[src/design/i2cmws_pkg.sv]
// ----------------------------------------------------------------------------
// I2C write master with scan: shared definitions
// Item kinds, controller modes, bus phases and scan address constants.
// ----------------------------------------------------------------------------
package i2cmws_pkg;

    typedef enum logic [1:0] {
        KIND_TICK  = 2'd0,
        KIND_BEGIN = 2'd1,
        KIND_DATA  = 2'd2,
        KIND_SCAN  = 2'd3
    } kind_t;

    typedef enum logic [2:0] {
        MODE_IDLE  = 3'b001,
        MODE_WRITE = 3'b010,
        MODE_SCAN  = 3'b100
    } mode_t;

    typedef enum logic [13:0] {
        PH_START1    = 14'b00000000000001,
        PH_START2    = 14'b00000000000010,
        PH_BIT_LO    = 14'b00000000000100,
        PH_BIT_HI    = 14'b00000000001000,
        PH_ACK_LO    = 14'b00000000010000,
        PH_ACK_HI    = 14'b00000000100000,
        PH_ACK_READ  = 14'b00000001000000,
        PH_WAIT      = 14'b00000010000000,
        PH_STOP2     = 14'b00000100000000,
        PH_STOP3     = 14'b00001000000000,
        PH_FINISH    = 14'b00010000000000,
        PH_SETTLE    = 14'b00100000000000,
        PH_IDLE      = 14'b01000000000000,
        PH_IDLE_READ = 14'b10000000000000
    } phase_t;

    localparam logic [6:0] FIRST_PROBE  = 7'h3C;
    localparam logic [6:0] SECOND_PROBE = 7'h3D;
    localparam logic [6:0] RANGE_LOW    = 7'h08;
    localparam logic [6:0] RANGE_HIGH   = 7'h77;
    localparam logic [3:0] BITS_PER_BYTE = 4'd8;

endpackage

[src/design/i2c_master_write_with_scan_unit.sv]
// ----------------------------------------------------------------------------
// I2C write master with scan
// Open-drain write-only I2C master stepped by half-period ticks, with a scan.
// ----------------------------------------------------------------------------
// Usage:
// Every transaction on the s_ channel is one item: a half-period tick carrying
// the sensed pin levels, a begin-write command, a data byte, or a scan start.
// Every item yields exactly one result transaction on the m_ channel, holding
// the drive-low enables for both pins and the status of the controller.
// An accepted item is captured in an input register and processed once the
// output register is free or being taken: the controller state is updated and
// the result is written into the output register. One item per clock is
// sustained when the receiver keeps m_ready high.
// Both stages are single registers, so the block keeps accepting while a
// result waits; if the receiver stalls, the input register fills and s_ready
// drops until the result is taken. Results are never dropped or reordered.
// A synchronous active-low reset releases both pins, returns the controller
// to idle with the default pin mapping (data on pin 1) and empties both stages.
// ----------------------------------------------------------------------------
module i2c_master_write_with_scan_unit (
    input  logic        aclk,
    input  logic        aresetn,
    input  logic        s_valid,
    output logic        s_ready,
    input  logic [1:0]  s_kind,
    input  logic [6:0]  s_address,
    input  logic [15:0] s_byte_count,
    input  logic [7:0]  s_data_byte,
    input  logic        s_pin0_level,
    input  logic        s_pin1_level,
    output logic        m_valid,
    input  logic        m_ready,
    output logic        m_pin0_drive_low,
    output logic        m_pin1_drive_low,
    output logic        m_busy_res,
    output logic        m_want_byte,
    output logic        m_done_res,
    output logic        m_write_ok,
    output logic [31:0] m_nack_total,
    output logic [6:0]  m_found_address,
    output logic        m_pins_swapped,
    output logic        m_data_idle_high,
    output logic        m_clock_idle_high
);

    // Input register.
    logic        in_valid_reg, in_valid_next;
    logic [1:0]  in_kind_reg;
    logic [6:0]  in_address_reg;
    logic [15:0] in_count_reg;
    logic [7:0]  in_data_reg;
    logic        in_pin0_reg;
    logic        in_pin1_reg;

    // Controller state.
    i2cmws_pkg::mode_t  mode_reg, mode_next;
    i2cmws_pkg::phase_t phase_reg, phase_next;
    logic [3:0]  bit_index_reg, bit_index_next;
    logic [7:0]  shift_reg, shift_next;
    logic [15:0] bytes_left_reg, bytes_left_next;
    logic        all_acked_reg, all_acked_next;
    logic [7:0]  holding_byte_reg, holding_byte_next;
    logic        holding_valid_reg, holding_valid_next;
    logic        data_on_pin1_reg, data_on_pin1_next;
    logic [31:0] fail_count_reg, fail_count_next;
    logic [6:0]  scan_addr_reg, scan_addr_next;
    logic        scan_pass_reg, scan_pass_next;
    logic [6:0]  rf_addr_reg, rf_addr_next;
    logic        rf_swapped_reg, rf_swapped_next;
    logic        rf_data_idle_reg, rf_data_idle_next;
    logic        rf_clock_idle_reg, rf_clock_idle_next;
    logic        sda_low_reg, sda_low_next;
    logic        scl_low_reg, scl_low_next;

    // Result register.
    logic        m_valid_reg, m_valid_next;
    logic        out_pin0_reg, out_pin1_reg, out_busy_reg, out_want_reg;
    logic        out_done_reg, out_ok_reg;

    logic        s_accept;
    logic        process;
    logic        done;
    logic        ok;
    logic        do_load;
    logic        dsense;
    logic        csense;
    logic [6:0]  addr_inc;
    logic [6:0]  addr_step;
    logic [6:0]  addr_cand;
    logic        addr_more;

    assign process  = in_valid_reg && (!m_valid_reg || m_ready);
    assign s_ready  = !in_valid_reg || process;
    assign s_accept = s_valid && s_ready;

    always_comb begin
        if (s_accept) begin
            in_valid_next = 1'b1;
        end else if (process) begin
            in_valid_next = 1'b0;
        end else begin
            in_valid_next = in_valid_reg;
        end
        if (process) begin
            m_valid_next = 1'b1;
        end else if (m_ready) begin
            m_valid_next = 1'b0;
        end else begin
            m_valid_next = m_valid_reg;
        end
    end

    // Scan address sequence: the two preferred probes first, then the
    // general range with those two skipped.
    always_comb begin
        addr_inc  = scan_addr_reg + 7'd1;
        addr_cand = (addr_inc == i2cmws_pkg::FIRST_PROBE) ?
                    (i2cmws_pkg::SECOND_PROBE + 7'd1) : addr_inc;
        if (scan_addr_reg == i2cmws_pkg::FIRST_PROBE) begin
            addr_step = i2cmws_pkg::SECOND_PROBE;
            addr_more = 1'b1;
        end else if (scan_addr_reg == i2cmws_pkg::SECOND_PROBE) begin
            addr_step = i2cmws_pkg::RANGE_LOW;
            addr_more = 1'b1;
        end else begin
            addr_step = addr_cand;
            addr_more = (addr_cand <= i2cmws_pkg::RANGE_HIGH);
        end
    end

    always_comb begin
        mode_next          = mode_reg;
        phase_next         = phase_reg;
        bit_index_next     = bit_index_reg;
        shift_next         = shift_reg;
        bytes_left_next    = bytes_left_reg;
        all_acked_next     = all_acked_reg;
        holding_byte_next  = holding_byte_reg;
        holding_valid_next = holding_valid_reg;
        data_on_pin1_next  = data_on_pin1_reg;
        fail_count_next    = fail_count_reg;
        scan_addr_next     = scan_addr_reg;
        scan_pass_next     = scan_pass_reg;
        rf_addr_next       = rf_addr_reg;
        rf_swapped_next    = rf_swapped_reg;
        rf_data_idle_next  = rf_data_idle_reg;
        rf_clock_idle_next = rf_clock_idle_reg;
        sda_low_next       = sda_low_reg;
        scl_low_next       = scl_low_reg;
        done               = 1'b0;
        ok                 = 1'b0;
        do_load            = 1'b0;
        dsense = data_on_pin1_reg ? in_pin1_reg : in_pin0_reg;
        csense = data_on_pin1_reg ? in_pin0_reg : in_pin1_reg;

        case (i2cmws_pkg::kind_t'(in_kind_reg))
            i2cmws_pkg::KIND_TICK: begin
                case (mode_reg)
                    i2cmws_pkg::MODE_IDLE: begin
                        sda_low_next = 1'b0;
                        scl_low_next = 1'b0;
                    end
                    i2cmws_pkg::MODE_WRITE, i2cmws_pkg::MODE_SCAN: begin
                        case (phase_reg)
                            i2cmws_pkg::PH_START1: begin
                                sda_low_next = 1'b0;
                                scl_low_next = 1'b0;
                                phase_next   = i2cmws_pkg::PH_START2;
                            end
                            i2cmws_pkg::PH_START2: begin
                                sda_low_next = 1'b1;
                                scl_low_next = 1'b0;
                                phase_next   = i2cmws_pkg::PH_BIT_LO;
                            end
                            i2cmws_pkg::PH_BIT_LO: begin
                                sda_low_next = ~shift_reg[7];
                                scl_low_next = 1'b1;
                                phase_next   = i2cmws_pkg::PH_BIT_HI;
                            end
                            i2cmws_pkg::PH_BIT_HI: begin
                                sda_low_next   = ~shift_reg[7];
                                scl_low_next   = 1'b0;
                                shift_next     = {shift_reg[6:0], 1'b0};
                                bit_index_next = bit_index_reg + 4'd1;
                                phase_next = (bit_index_next >= i2cmws_pkg::BITS_PER_BYTE) ?
                                             i2cmws_pkg::PH_ACK_LO : i2cmws_pkg::PH_BIT_LO;
                            end
                            i2cmws_pkg::PH_ACK_LO: begin
                                sda_low_next = 1'b0;
                                scl_low_next = 1'b1;
                                phase_next   = i2cmws_pkg::PH_ACK_HI;
                            end
                            i2cmws_pkg::PH_ACK_HI: begin
                                sda_low_next = 1'b0;
                                scl_low_next = 1'b0;
                                phase_next   = i2cmws_pkg::PH_ACK_READ;
                            end
                            i2cmws_pkg::PH_ACK_READ: begin
                                if (mode_reg == i2cmws_pkg::MODE_WRITE) begin
                                    all_acked_next = all_acked_reg & ~dsense;
                                end else begin
                                    all_acked_next = ~dsense;
                                end
                                if (mode_reg == i2cmws_pkg::MODE_WRITE &&
                                    bytes_left_reg != 16'd0) begin
                                    do_load = 1'b1;
                                end else begin
                                    sda_low_next = 1'b1;
                                    scl_low_next = 1'b1;
                                    phase_next   = i2cmws_pkg::PH_STOP2;
                                end
                            end
                            i2cmws_pkg::PH_WAIT: begin
                                if (mode_reg == i2cmws_pkg::MODE_WRITE &&
                                    bytes_left_reg != 16'd0) begin
                                    do_load = 1'b1;
                                end else begin
                                    sda_low_next = 1'b1;
                                    scl_low_next = 1'b1;
                                    phase_next   = i2cmws_pkg::PH_STOP2;
                                end
                            end
                            i2cmws_pkg::PH_STOP2: begin
                                sda_low_next = 1'b1;
                                scl_low_next = 1'b0;
                                phase_next   = i2cmws_pkg::PH_STOP3;
                            end
                            i2cmws_pkg::PH_STOP3: begin
                                sda_low_next = 1'b0;
                                scl_low_next = 1'b0;
                                phase_next   = i2cmws_pkg::PH_FINISH;
                            end
                            i2cmws_pkg::PH_FINISH: begin
                                sda_low_next = 1'b0;
                                scl_low_next = 1'b0;
                                if (mode_reg == i2cmws_pkg::MODE_WRITE) begin
                                    done = 1'b1;
                                    ok   = all_acked_reg;
                                    if (!all_acked_reg) begin
                                        fail_count_next = fail_count_reg + 32'd1;
                                    end
                                    mode_next  = i2cmws_pkg::MODE_IDLE;
                                    phase_next = i2cmws_pkg::PH_START1;
                                end else if (all_acked_reg) begin
                                    // A device answered: record it and stop.
                                    done            = 1'b1;
                                    rf_addr_next    = scan_addr_reg;
                                    rf_swapped_next = data_on_pin1_reg;
                                    fail_count_next = 32'd0;
                                    mode_next       = i2cmws_pkg::MODE_IDLE;
                                    phase_next      = i2cmws_pkg::PH_START1;
                                end else if (addr_more) begin
                                    scan_addr_next = addr_step;
                                    shift_next     = {addr_step, 1'b0};
                                    bit_index_next = 4'd0;
                                    phase_next     = i2cmws_pkg::PH_START2;
                                end else if (!scan_pass_reg) begin
                                    // Retry the whole sequence on the other mapping.
                                    scan_pass_next    = 1'b1;
                                    data_on_pin1_next = 1'b0;
                                    scan_addr_next    = i2cmws_pkg::FIRST_PROBE;
                                    phase_next        = i2cmws_pkg::PH_IDLE_READ;
                                end else begin
                                    done              = 1'b1;
                                    data_on_pin1_next = 1'b1;
                                    fail_count_next   = 32'd0;
                                    mode_next         = i2cmws_pkg::MODE_IDLE;
                                    phase_next        = i2cmws_pkg::PH_START1;
                                end
                            end
                            i2cmws_pkg::PH_SETTLE: begin
                                sda_low_next = 1'b0;
                                scl_low_next = 1'b0;
                                phase_next   = i2cmws_pkg::PH_IDLE;
                            end
                            i2cmws_pkg::PH_IDLE: begin
                                sda_low_next = 1'b0;
                                scl_low_next = 1'b0;
                                phase_next   = i2cmws_pkg::PH_IDLE_READ;
                            end
                            i2cmws_pkg::PH_IDLE_READ: begin
                                rf_data_idle_next  = dsense;
                                rf_clock_idle_next = csense;
                                shift_next         = {scan_addr_reg, 1'b0};
                                bit_index_next     = 4'd0;
                                sda_low_next       = 1'b0;
                                scl_low_next       = 1'b0;
                                phase_next         = i2cmws_pkg::PH_START2;
                            end
                            default: begin
                                mode_next    = i2cmws_pkg::MODE_IDLE;
                                phase_next   = i2cmws_pkg::PH_START1;
                                sda_low_next = 1'b0;
                                scl_low_next = 1'b0;
                            end
                        endcase
                    end
                    default: begin
                        mode_next    = i2cmws_pkg::MODE_IDLE;
                        sda_low_next = 1'b0;
                        scl_low_next = 1'b0;
                    end
                endcase
            end
            i2cmws_pkg::KIND_BEGIN: begin
                if (mode_reg == i2cmws_pkg::MODE_IDLE) begin
                    if (in_count_reg == 16'd0) begin
                        done = 1'b1;
                    end else begin
                        mode_next          = i2cmws_pkg::MODE_WRITE;
                        phase_next         = i2cmws_pkg::PH_START1;
                        bytes_left_next    = in_count_reg;
                        all_acked_next     = 1'b1;
                        holding_valid_next = 1'b0;
                        bit_index_next     = 4'd0;
                        shift_next         = {in_address_reg, 1'b0};
                    end
                end
            end
            i2cmws_pkg::KIND_DATA: begin
                if (mode_reg == i2cmws_pkg::MODE_WRITE && !holding_valid_reg &&
                    bytes_left_reg != 16'd0) begin
                    holding_byte_next  = in_data_reg;
                    holding_valid_next = 1'b1;
                end
            end
            i2cmws_pkg::KIND_SCAN: begin
                if (mode_reg == i2cmws_pkg::MODE_IDLE) begin
                    mode_next          = i2cmws_pkg::MODE_SCAN;
                    phase_next         = i2cmws_pkg::PH_SETTLE;
                    scan_pass_next     = 1'b0;
                    scan_addr_next     = i2cmws_pkg::FIRST_PROBE;
                    data_on_pin1_next  = 1'b1;
                    fail_count_next    = 32'd0;
                    rf_addr_next       = 7'd0;
                    rf_swapped_next    = 1'b0;
                    holding_valid_next = 1'b0;
                    sda_low_next       = 1'b0;
                    scl_low_next       = 1'b0;
                end
            end
            default: begin
                mode_next = mode_reg;
            end
        endcase

        // Move the next byte into the shifter, or hold the clock low while
        // the holding register is still empty.
        if (do_load) begin
            if (holding_valid_reg) begin
                shift_next         = holding_byte_reg;
                holding_valid_next = 1'b0;
                bytes_left_next    = bytes_left_reg - 16'd1;
                bit_index_next     = 4'd0;
                sda_low_next       = ~holding_byte_reg[7];
                scl_low_next       = 1'b1;
                phase_next         = i2cmws_pkg::PH_BIT_HI;
            end else begin
                sda_low_next = 1'b0;
                scl_low_next = 1'b1;
                phase_next   = i2cmws_pkg::PH_WAIT;
            end
        end
    end

    always_ff @(posedge aclk) begin
        if (!aresetn) begin
            in_valid_reg      <= 1'b0;
            m_valid_reg       <= 1'b0;
            mode_reg          <= i2cmws_pkg::MODE_IDLE;
            phase_reg         <= i2cmws_pkg::PH_START1;
            bit_index_reg     <= 4'd0;
            shift_reg         <= 8'd0;
            bytes_left_reg    <= 16'd0;
            all_acked_reg     <= 1'b1;
            holding_valid_reg <= 1'b0;
            data_on_pin1_reg  <= 1'b1;
            fail_count_reg    <= 32'd0;
            scan_addr_reg     <= 7'd0;
            scan_pass_reg     <= 1'b0;
            rf_addr_reg       <= 7'd0;
            rf_swapped_reg    <= 1'b0;
            rf_data_idle_reg  <= 1'b0;
            rf_clock_idle_reg <= 1'b0;
            sda_low_reg       <= 1'b0;
            scl_low_reg       <= 1'b0;
        end else begin
            in_valid_reg <= in_valid_next;
            m_valid_reg  <= m_valid_next;
            if (process) begin
                mode_reg          <= mode_next;
                phase_reg         <= phase_next;
                bit_index_reg     <= bit_index_next;
                shift_reg         <= shift_next;
                bytes_left_reg    <= bytes_left_next;
                all_acked_reg     <= all_acked_next;
                holding_valid_reg <= holding_valid_next;
                data_on_pin1_reg  <= data_on_pin1_next;
                fail_count_reg    <= fail_count_next;
                scan_addr_reg     <= scan_addr_next;
                scan_pass_reg     <= scan_pass_next;
                rf_addr_reg       <= rf_addr_next;
                rf_swapped_reg    <= rf_swapped_next;
                rf_data_idle_reg  <= rf_data_idle_next;
                rf_clock_idle_reg <= rf_clock_idle_next;
                sda_low_reg       <= sda_low_next;
                scl_low_reg       <= scl_low_next;
            end
        end
    end

    // Payload registers need no reset.
    always_ff @(posedge aclk) begin
        if (s_accept) begin
            in_kind_reg    <= s_kind;
            in_address_reg <= s_address;
            in_count_reg   <= s_byte_count;
            in_data_reg    <= s_data_byte;
            in_pin0_reg    <= s_pin0_level;
            in_pin1_reg    <= s_pin1_level;
        end
        if (process) begin
            holding_byte_reg <= holding_byte_next;
            out_pin0_reg <= data_on_pin1_next ? scl_low_next : sda_low_next;
            out_pin1_reg <= data_on_pin1_next ? sda_low_next : scl_low_next;
            out_busy_reg <= (mode_next != i2cmws_pkg::MODE_IDLE);
            out_want_reg <= (mode_next == i2cmws_pkg::MODE_WRITE) && !holding_valid_next &&
                            (bytes_left_next != 16'd0);
            out_done_reg <= done;
            out_ok_reg   <= ok;
        end
    end

    assign m_valid           = m_valid_reg;
    assign m_pin0_drive_low  = out_pin0_reg;
    assign m_pin1_drive_low  = out_pin1_reg;
    assign m_busy_res        = out_busy_reg;
    assign m_want_byte       = out_want_reg;
    assign m_done_res        = out_done_reg;
    assign m_write_ok        = out_ok_reg;
    // Status fields follow the state, which only moves when a result is made.
    assign m_nack_total      = fail_count_reg;
    assign m_found_address   = rf_addr_reg;
    assign m_pins_swapped    = rf_swapped_reg;
    assign m_data_idle_high  = rf_data_idle_reg;
    assign m_clock_idle_high = rf_clock_idle_reg;

endmodule

[config.mk]
export PLATFORM = sky130hd
export DESIGN_NAME = i2c_master_write_with_scan_unit
export DESIGN_NICKNAME = d
export VERILOG_FILES = /design/src/design/i2cmws_pkg.sv /design/src/design/i2c_master_write_with_scan_unit.sv
export SDC_FILE = /design/constraint.sdc
export NUM_CORES = 1
export LEC_CHECK = 0
export ABC_AREA = 1
export BUFFER_PORTS_ARGS = -buffer_cell sky130_fd_sc_hd__buf_4
export CAP_MARGIN = 25
export CORE_MARGIN = 5
export CORE_UTILIZATION = 45
export CTS_CLUSTER_SIZE = 24
export DETAILED_ROUTE_END_ITERATION = 10
export PLACE_DENSITY = 0.68
export SETUP_SLACK_MARGIN = 0.2
export SYNTH_ARGS = -nofsm -noshare
export SYNTH_HDL_FRONTEND = slang
export SYNTH_SLANG_ARGS = --single-unit
[constraint.sdc]
create_clock -name aclk -period 3.4 [get_ports aclk]
set_clock_uncertainty 0.15 [all_clocks]
set_input_delay 0.85 -clock aclk [delete_from_list [all_inputs] [get_ports aclk]]
set_output_delay 0.85 -clock aclk [all_outputs]
set_load 0.005 [all_outputs]
==> results_dict.tcl, run 1 <==
set metrics [dict create \
    outcome "completed" \
    end_kind "register" \
    hold_viol_final 0 \
    cp-startpoint "scan_addr_reg[0]" \
    synth_edf_count 49 \
    critPathLaunchType "register" \
    die_h_um 149.5 \
    fin_tns_setup_ps 0 \
    grt_max_degree 52 \
    drv_cap 0 \
    drive_gt1_frac 0.1588 \
    nets 1347 \
    largest_reg_flops 32 \
    crit_buf_inv 3 \
    syn-num-nets 1266 \
    fmax_ghz 0.3500 \
    hp-start "in_data_reg[5]" \
    drtPass1Iterations 8 \
    placementRows 51 \
    avgSynthCellArea_um2 7.205 \
    cts_sinks 151 \
    avgRoutedWirePerCell_um 14.93 \
    yosysWarnings 0 \
    layout_common_cells "nand2_1, inv_1, nor2_1" \
    vdd_drop_max_uv 464.3 \
    required_ps 3580 \
    port_buffers 88 \
    cts_buffer_depth 2 \
    ys_types 54 \
    dpl.cell_count 1542 \
    arrival_ps 3040 \
    clk_pin_slew_ps 70 \
    antenna_found_initial 0 \
    clock_latency_ps 430 \
    cts_setup_buffers 0 \
    synth_top_area_cell "dfxtp_1" \
    numCtsBuffers 17 \
    fin_cells 1575 \
    slowest_delay_ps 440 \
    place_ws_ps 464.5 \
    worst-path-max-fanout 25 \
    synth_top_area_frac 0.2331 \
    worst_pin_slew_ps 649.0 \
    synthTopCellsByArea "dfxtp_1, edfxtp_1, nand2_1, inv_1, a21oi_1" \
    core-area_um2 19330 \
    period_needed_ps 2857 \
    critical_path_class "reg2reg" \
    track_usage 0.2141 \
    dpl.hpwl_um 17150 \
    hold_class "reg2reg" \
    ys_ff_latch 151 \
    rr_startpoint "scan_addr_reg[0]" \
    pwr_density_cell_nw_per_um2 425.9 \
    diodes 0 \
    die_w_um 149.5 \
    vias 8389 \
    syn2layout_area_growth_pct 17.10 \
    num_io_pins 89 \
    cp_top_family "compound AO/OA/AOI/OAI gates" \
    maxSlewViolCount 0 \
    rsz0062_at_grt "no" \
    fillers 1904 \
    syn_inst 1216 \
    antenna_left 0 \
    final_common_cell "nand2_1" \
    crit_path_top_delay_cell "dfxtp_1" \
    drc 0 \
    cts_tree "built" \
    crit_chain "inv_1 > ha_1 > o211ai_1 > o21ai_2 > nor2_2 > nand2_4 > inv_2 > nand2_2 > nand2_2 > o21ai_4 > inv_2 > o21ai_0 > o211a_1" \
    clockRootBuffer "clkbuf_16" \
    vias_per_cell 5.326 \
    cts_max_level 4 \
    p_leak_uw 0.004147 \
    grt_pass1_wl_um 38520 \
    start_util 0.4531 \
    setup_viol 0 \
    drtIter0Drc 820 \
    slew_headroom 0.5667 \
    overflow 0 \
    yosys_most_used_dff "dfxtp_1" \
    dieArea_um2 22360 \
    period_share 0.8403 \
    finalWeightedCongestion 0.9508 \
    grt_pass1_vias 7639 \
    synth-seq-area-share 0.4010 \
    syn-cell-area_um2 8761 \
    post-route-util 0.5306 \
    holdWs_ps 264.6 \
    async_reset_ff_frac 0 \
    routed_wl_um 23510 \
    setup_ws_ps 542.9 \
]
==> metal layers <==
layer / share of wire / vias to the layer above / GRT usage
met2: 0.44 / 306 / 0.3308
li1: - / 4219 / -
met3: 0.073 / 33 / 0.04391
met1: 0.47 / 3831 / 0.3024
met5: 0 / - / 0
met4: 0.020 / 0 / 0.06590
==> metrics by stage <==
step	instance area [um^2]	total power (uW)
global placement	9666	2530
CTS	10250	4407
detailed placement	9666	2534
global route	10260	4573
finish	10260	4369
floorplan	8761	2371
==> cell families (layout without fill, tap and decap cells) <==
| family | Yosys count | in the layout | synth area share |
|---|---|---|---|
| multiplexers | 1 | 1 | 0.001143 |
| AO/OA/AOI/OAI | 234 | 234 | 0.1527 |
| XOR/XNOR | 30 | 30 | 0.02999 |
| flip-flops | 151 | 151 | 0.4010 |
| adder cells (fa/ha/maj) | 11 | 11 | 0.01571 |
| AND/OR/NAND/NOR | 599 | 599 | 0.3122 |
| buffers and inverters | 190 | 284 | 0.08726 |
==> worst paths after layout <==
kind | slack [ps] | cells past startpoint | endpoint
max | 540 | 13 | m_nack_total[26]
max reg2reg | 540 | 13 | m_nack_total[26]
min | 260 | 0 | holding_byte_reg[5]
min reg2reg | 260 | 0 | holding_byte_reg[5]
==> power breakdown <==
group / internal, uW / switching, uW / total (uW)
Combinational: 181 / 335 / 516
Sequential: 1930 / 55.3 / 1990
Clock: 1040 / 828 / 1870
==> worst reg2reg max path: stages (launching register included) <==
cell      delay [ps]
dfxtp_1          440
inv_1            180
ha_1             240
o211ai_1         330
o21ai_2          130
nor2_2           140
nand2_4          110
inv_2             80
nand2_2           50
nand2_2           80
o21ai_4          140
inv_2            380
o21ai_0          170
o211a_1          140
==> cell usage after synthesis (13+ instances only) <==
library cell	n
nand2_2	13
dfxtp_1	102
nor2_1	108
nor3_1	52
inv_2	16
inv_1	133
o21ai_1	20
a21oi_1	86
edfxtp_1	49
nand4_1	23
clkbuf_1	22
o21ai_0	73
nand2_1	296
xor2_1	23
nand3_1	52
==> layout make-up <==
class                   instances  area [um^2]  area share
clock buffers                  17        425.4     0.04147
clock inverters                15        157.7     0.01537
inverters                     149        559.3     0.05452
multi-input cells             875         4486      0.4372
flip-flops and latches        151         3513      0.3425
well taps                     265        331.6     0.03232
repair buffers                103        785.8     0.07659
==> timing repair <==
item	4_1_cts	5_1_grt
endpoints found under the hold margin	0	0
endpoints found under the setup margin	0	1
hold buffers	0	0
gates resized for setup	0	1
No activity file was read; power rests on OpenSTA's default activity.
==> inputs of run 2 (changes only) <==
Clock period 3.4 ns to 2.8 ns, I/O delays scaled along.
==> results_dict.tcl, run 2 (synthesis gave the netlist of run 1 again) <==
set metrics [dict create \
    fin_tns_setup_ps 0 \
    drc 0 \
    place_area_um2 9816 \
    met1_usage 0.3100 \
    regArea_um2 3531 \
    fillers 1812 \
    vias_per_cell 5.298 \
    placementRows 51 \
    syn2layout_area_growth_pct 25.46 \
    end_kind "register" \
    cts_buffer_depth 2 \
    routed_wl_um 25270 \
    period_share 0.9379 \
    core-area_um2 19330 \
    nets 1394 \
    cts_max_level 4 \
    stdcell_area_um2 10990 \
    crit_path_top_delay_cell "dfxtp_4" \
    rr_startpoint "phase_reg[11]" \
    outcome "completed" \
    rsz0062_at_grt "yes" \
    track_usage 0.2176 \
    hp-start "in_data_reg[5]" \
    multi_input_area_um2 4730 \
    maxSlewViolCount 0 \
    drtPass1Iterations 6 \
    cp-startpoint "phase_reg[11]" \
    slew_headroom 0.5637 \
    pwr_density_cell_nw_per_um2 500.6 \
    start_util 0.4531 \
    final_common_cell "nand2_1" \
    worst_pin_slew_ps 652.1 \
    period_needed_ps 2626 \
    arrival_ps 2680 \
    drtIter0Drc 710 \
    fmax_ghz 0.3808 \
    post-route-util 0.5685 \
    dpl.hpwl_um 17880 \
    grt_max_degree 55 \
    hold_class "reg2reg" \
    dieArea_um2 22360 \
    layout_common_cells "nand2_1, buf_4, inv_1" \
    setup_viol 0 \
    avgRoutedWirePerCell_um 15.58 \
    grt_pass1_wl_um 39110 \
    clock_latency_ps 440 \
    numCtsBuffers 17 \
    drv_cap 0 \
    largest_reg_flops 32 \
    vdd_drop_max_uv 523.6 \
    cts_tree "built" \
    path_common_cell "nor2_4" \
    critical_path_class "reg2reg" \
    port_buffers 88 \
    critPathLaunchType "register" \
    p_leak_uw 0.004470 \
    required_ps 2850 \
    diodes 0 \
    crit_chain "nor2_4 > inv_2 > nor2_4 > nand2_4 > nor2_4 > o21ai_2 > nor2_4 > nand3_4 > buf_6 > clkbuf_16 > o21ai_4 > nand2_2 > nor2_1 > nand2_1 > nor2_1 > nor2_1" \
    busiest_layer "met2" \
    die_w_um 149.5 \
    vias 8594 \
    antenna_found_initial 0 \
    clk_pin_slew_ps 70 \
    clockRootBuffer "clkbuf_16" \
    grt_use_met2 0.3387 \
    cts_sinks 151 \
    met3_usage 0.03604 \
    die_h_um 149.5 \
    total_power_uw 5502 \
    slowest_delay_ps 360 \
    num_io_pins 89 \
    antenna_left 0 \
    hold_viol_final 0 \
    grt_pass1_vias 7660 \
    drive_gt1_frac 0.2240 \
    overflow 0 \
    worst-path-max-fanout 8 \
    finalWeightedCongestion 0.9411 \
]
==> run 2: cell count changes in the layout (fill, tap and decap cells not counted), sizes merged <==
cell    before  now
buf        103  147
clkbuf      17   18
inv        158  159
nand2      310  311
==> run 2: routing by layer <==
layer	up-vias	wire length (um)
met4	0	453
li1	4314	-
met5	-	0
met3	42	1747
met2	333	11400
met1	3905	11670
==> run 2: path summary, 6_finish.rpt <==
| kind | slack [ps] | depth (start not counted) | endpoint |
|---|---|---|---|
| max | 170 | 16 | m_want_byte |
| min | 270 | 0 | holding_byte_reg[5] |
| max reg2reg | 170 | 16 | m_want_byte |
| min reg2reg | 270 | 0 | holding_byte_reg[5] |
==> run 2: timing repair <==
action | 4_1_cts | 5_1_grt
setup buffers | 3 | 22
gates cloned | 0 | 3
hold buffers | 0 | 0
endpoints found under the setup margin | 40 | 63
resized for setup | 6 | 82
pin swaps | 3 | 22
==> run 2: report_power, final <==
part           total, uW  switching [uW]  internal, uW
Combinational        733             458           275
Sequential          2420            73.2          2340
Clock               2350            1070          1280
Total               5500            1600          3900
==> run 2: worst max-delay path: cells and delay by family, from the launching register on <==
family | cells | cell delay [ps]
compound gates | 2 | 240
flops | 1 | 360
buf+inv | 3 | 400
simple gates | 11 | 1220
==> run 2: metrics by stage <==
| stage | instances | hold WS [ps] | setup slack, ps |
|---|---|---|---|
| finish | 1622 | 266.3 | 173.8 |
| CTS | 1597 | 267.2 | 175.9 |
| global placement | 1562 | 253.6 | 64.53 |
| detailed placement | 1562 | 255.4 | 58.73 |
| floorplan | 1216 | 250.3 | 239.6 |
| global route | 1622 | 264.2 | 70.35 |
==> run 2: layout make-up <==
class / instances / area share
clock buffer: 17 / 0.03870
clock inverter: 15 / 0.01616
inverter: 149 / 0.05225
multi-input combinational: 876 / 0.4303
sequential: 151 / 0.3212
tap: 265 / 0.03017
timing repair buffer: 148 / 0.1104
timing repair inverter: 1 / 0.0007968
==> inputs of run 3 (changes only) <==
Settings changed: BUFFER_PORTS_ARGS -buffer_cell sky130_fd_sc_hd__buf_4 to -buffer_cell sky130_fd_sc_hd__buf_2, CORE_ASPECT_RATIO set to 0.6.
==> results_dict.tcl, run 3 (synthesis gave the netlist of run 1 again) <==
set metrics [dict create \
    outcome "completed" \
    period_needed_ps 2590 \
    grt_pass1_vias 7545 \
    worst-path-max-fanout 20 \
    nets 1392 \
    finalWeightedCongestion 0.9932 \
    critical_path_class "reg2reg" \
    clock_latency_ps 440 \
    syn2layout_area_growth_pct 22.04 \
    total_power_uw 5522 \
    num_io_pins 89 \
    numCtsBuffers 17 \
    cp-startpoint "phase_reg[10]" \
    drive_gt1_frac 0.2251 \
    vdd_drop_max_uv 426.4 \
    critPathLaunchType "register" \
    port_buffers 88 \
    routed_wl_um 27800 \
    vias_per_cell 5.377 \
    cp-endpoint "m_want_byte" \
    layout_common_cells "nand2_1, inv_1, nor2_1" \
    clk_pin_slew_ps 60 \
    dieArea_um2 22450 \
    placementRows 39 \
    required_ps 2840 \
    rr_startpoint "phase_reg[10]" \
    die_w_um 190.1 \
    core-area_um2 19080 \
    fin_tns_setup_ps 0 \
    rsz0062_at_grt "yes" \
    grt_pass1_wl_um 42810 \
    dpl.hpwl_um 20720 \
    maxSlewViolCount 0 \
    reg2reg_to "m_want_byte" \
    clockRootBuffer "clkbuf_16" \
    antenna_found_initial 0 \
    largest_reg_flops 32 \
    track_usage 0.2410 \
    cts_tree "built" \
    pwr_density_cell_nw_per_um2 516.5 \
    cts_sinks 151 \
    p_leak_uw 0.004390 \
    r2r_cells 15 \
    hold_viol_final 0 \
    r2r_slack_ps 210 \
    drv_cap 0 \
    setup_viol 0 \
    final_common_cell "nand2_1" \
    arrival_ps 2630 \
    antenna_left 0 \
    drtIter0Drc 1241 \
    cts_buffer_depth 2 \
    cts_max_level 4 \
    vias 8716 \
    grt_max_degree 52 \
    die_h_um 118.1 \
    avgRoutedWirePerCell_um 17.15 \
    drtPass1Iterations 5 \
    diodes 0 \
    drc 0 \
    end_kind "register" \
    hold_class "reg2reg" \
    period_share 0.9251 \
    slew_headroom 0.4736 \
    start_util 0.4592 \
    fmax_ghz 0.3860 \
    place_area_um2 9678 \
    stdcell_area_um2 10690 \
    worst_pin_slew_ps 788.5 \
    overflow 0 \
]
run 3: changes by cell type in the layout (fill, tap and decap cells not counted), moves of 5 or more:
cell     delta
o21ai_0     -5
o21ai_4     -5
inv_8       -5
buf_2      +88
o21ai_1    +13
buf_4      -84
run 3: worst max-delay path, cell delays in order (launching register included):
cell and delay (ps):
dfxtp_1 350, nor2_2 180, inv_2 70, nor2_4 100
nand2_2 90, nor2_4 180, o21ai_2 130, nor2_4 150
nand3_4 110, buf_8 190, a21oi_1 210, nand2_1 90
nor2_2 130, nand2_1 60, nor2_1 80, nor2_1 50
run 3: metrics by stage:
step           cells  setup slack [ps]  hold slack (ps)  utilization
2_1_floorplan   1216             239.6            250.3            -
3_3_place_gp    1573             130.7            254.9       0.5072
3_5_place_dp    1573             102.6            257.0       0.5072
4_1_cts         1607             202.3            265.6       0.5403
5_1_grt         1621             40.69            267.2       0.5604
6_report        1621             209.6            276.6       0.5604
run 3: cell type report:
cell class | count | area [um^2]
clock buffers | 17 | 425.4
clock inverters | 15 | 176.4
fillers | 1825 | 8388
inverters | 149 | 575.6
multi-input cells | 875 | 4695
flip-flops and latches | 151 | 3536
well taps | 266 | 332.8
repair buffers | 148 | 950.9
run 3: how the worst min path moves through the flow:
| stage | endpoint | cells after the start | slack, ps | from |
|---|---|---|---|---|
| 3_5_place_dp | holding_byte_reg[3] | 0 | 260 | in_data_reg[3] |
| 6_report | holding_byte_reg[4] | 0 | 280 | in_data_reg[4] |
| 3_3_place_gp | holding_byte_reg[1] | 0 | 250 | in_data_reg[1] |
| 4_1_cts | in_address_reg[1] | 1 | 270 | s_address[1] |
| 5_1_grt | in_address_reg[4] | 1 | 270 | s_address[4] |
| 2_1_floorplan | holding_byte_reg[0] | 0 | 250 | in_data_reg[0] |
run 3: where the power goes:
group          switching (uW)  internal (uW)  leakage, uW  total (uW)
clock network             982           1410     0.000282        2390
logic                     464            252      0.00281         716
registers                74.9           2340      0.00130        2420
run 3: repair_timing:
item                                    CTS  global route
resized for setup                         5            90
pin swaps                                 2            17
endpoints found under the setup margin   27            70
hold buffers                              0             0
cloned                                    0             0
buffers inserted                          2            14
run 3: per-layer routing:
layer,track usage,vias to the layer above,routed length (um)
li1,-,4301,-
met1,0.3937,3965,13840
met2,0.2767,434,9926
met3,0.1091,16,3810
met4,0.04619,0,224
met5,0,-,0
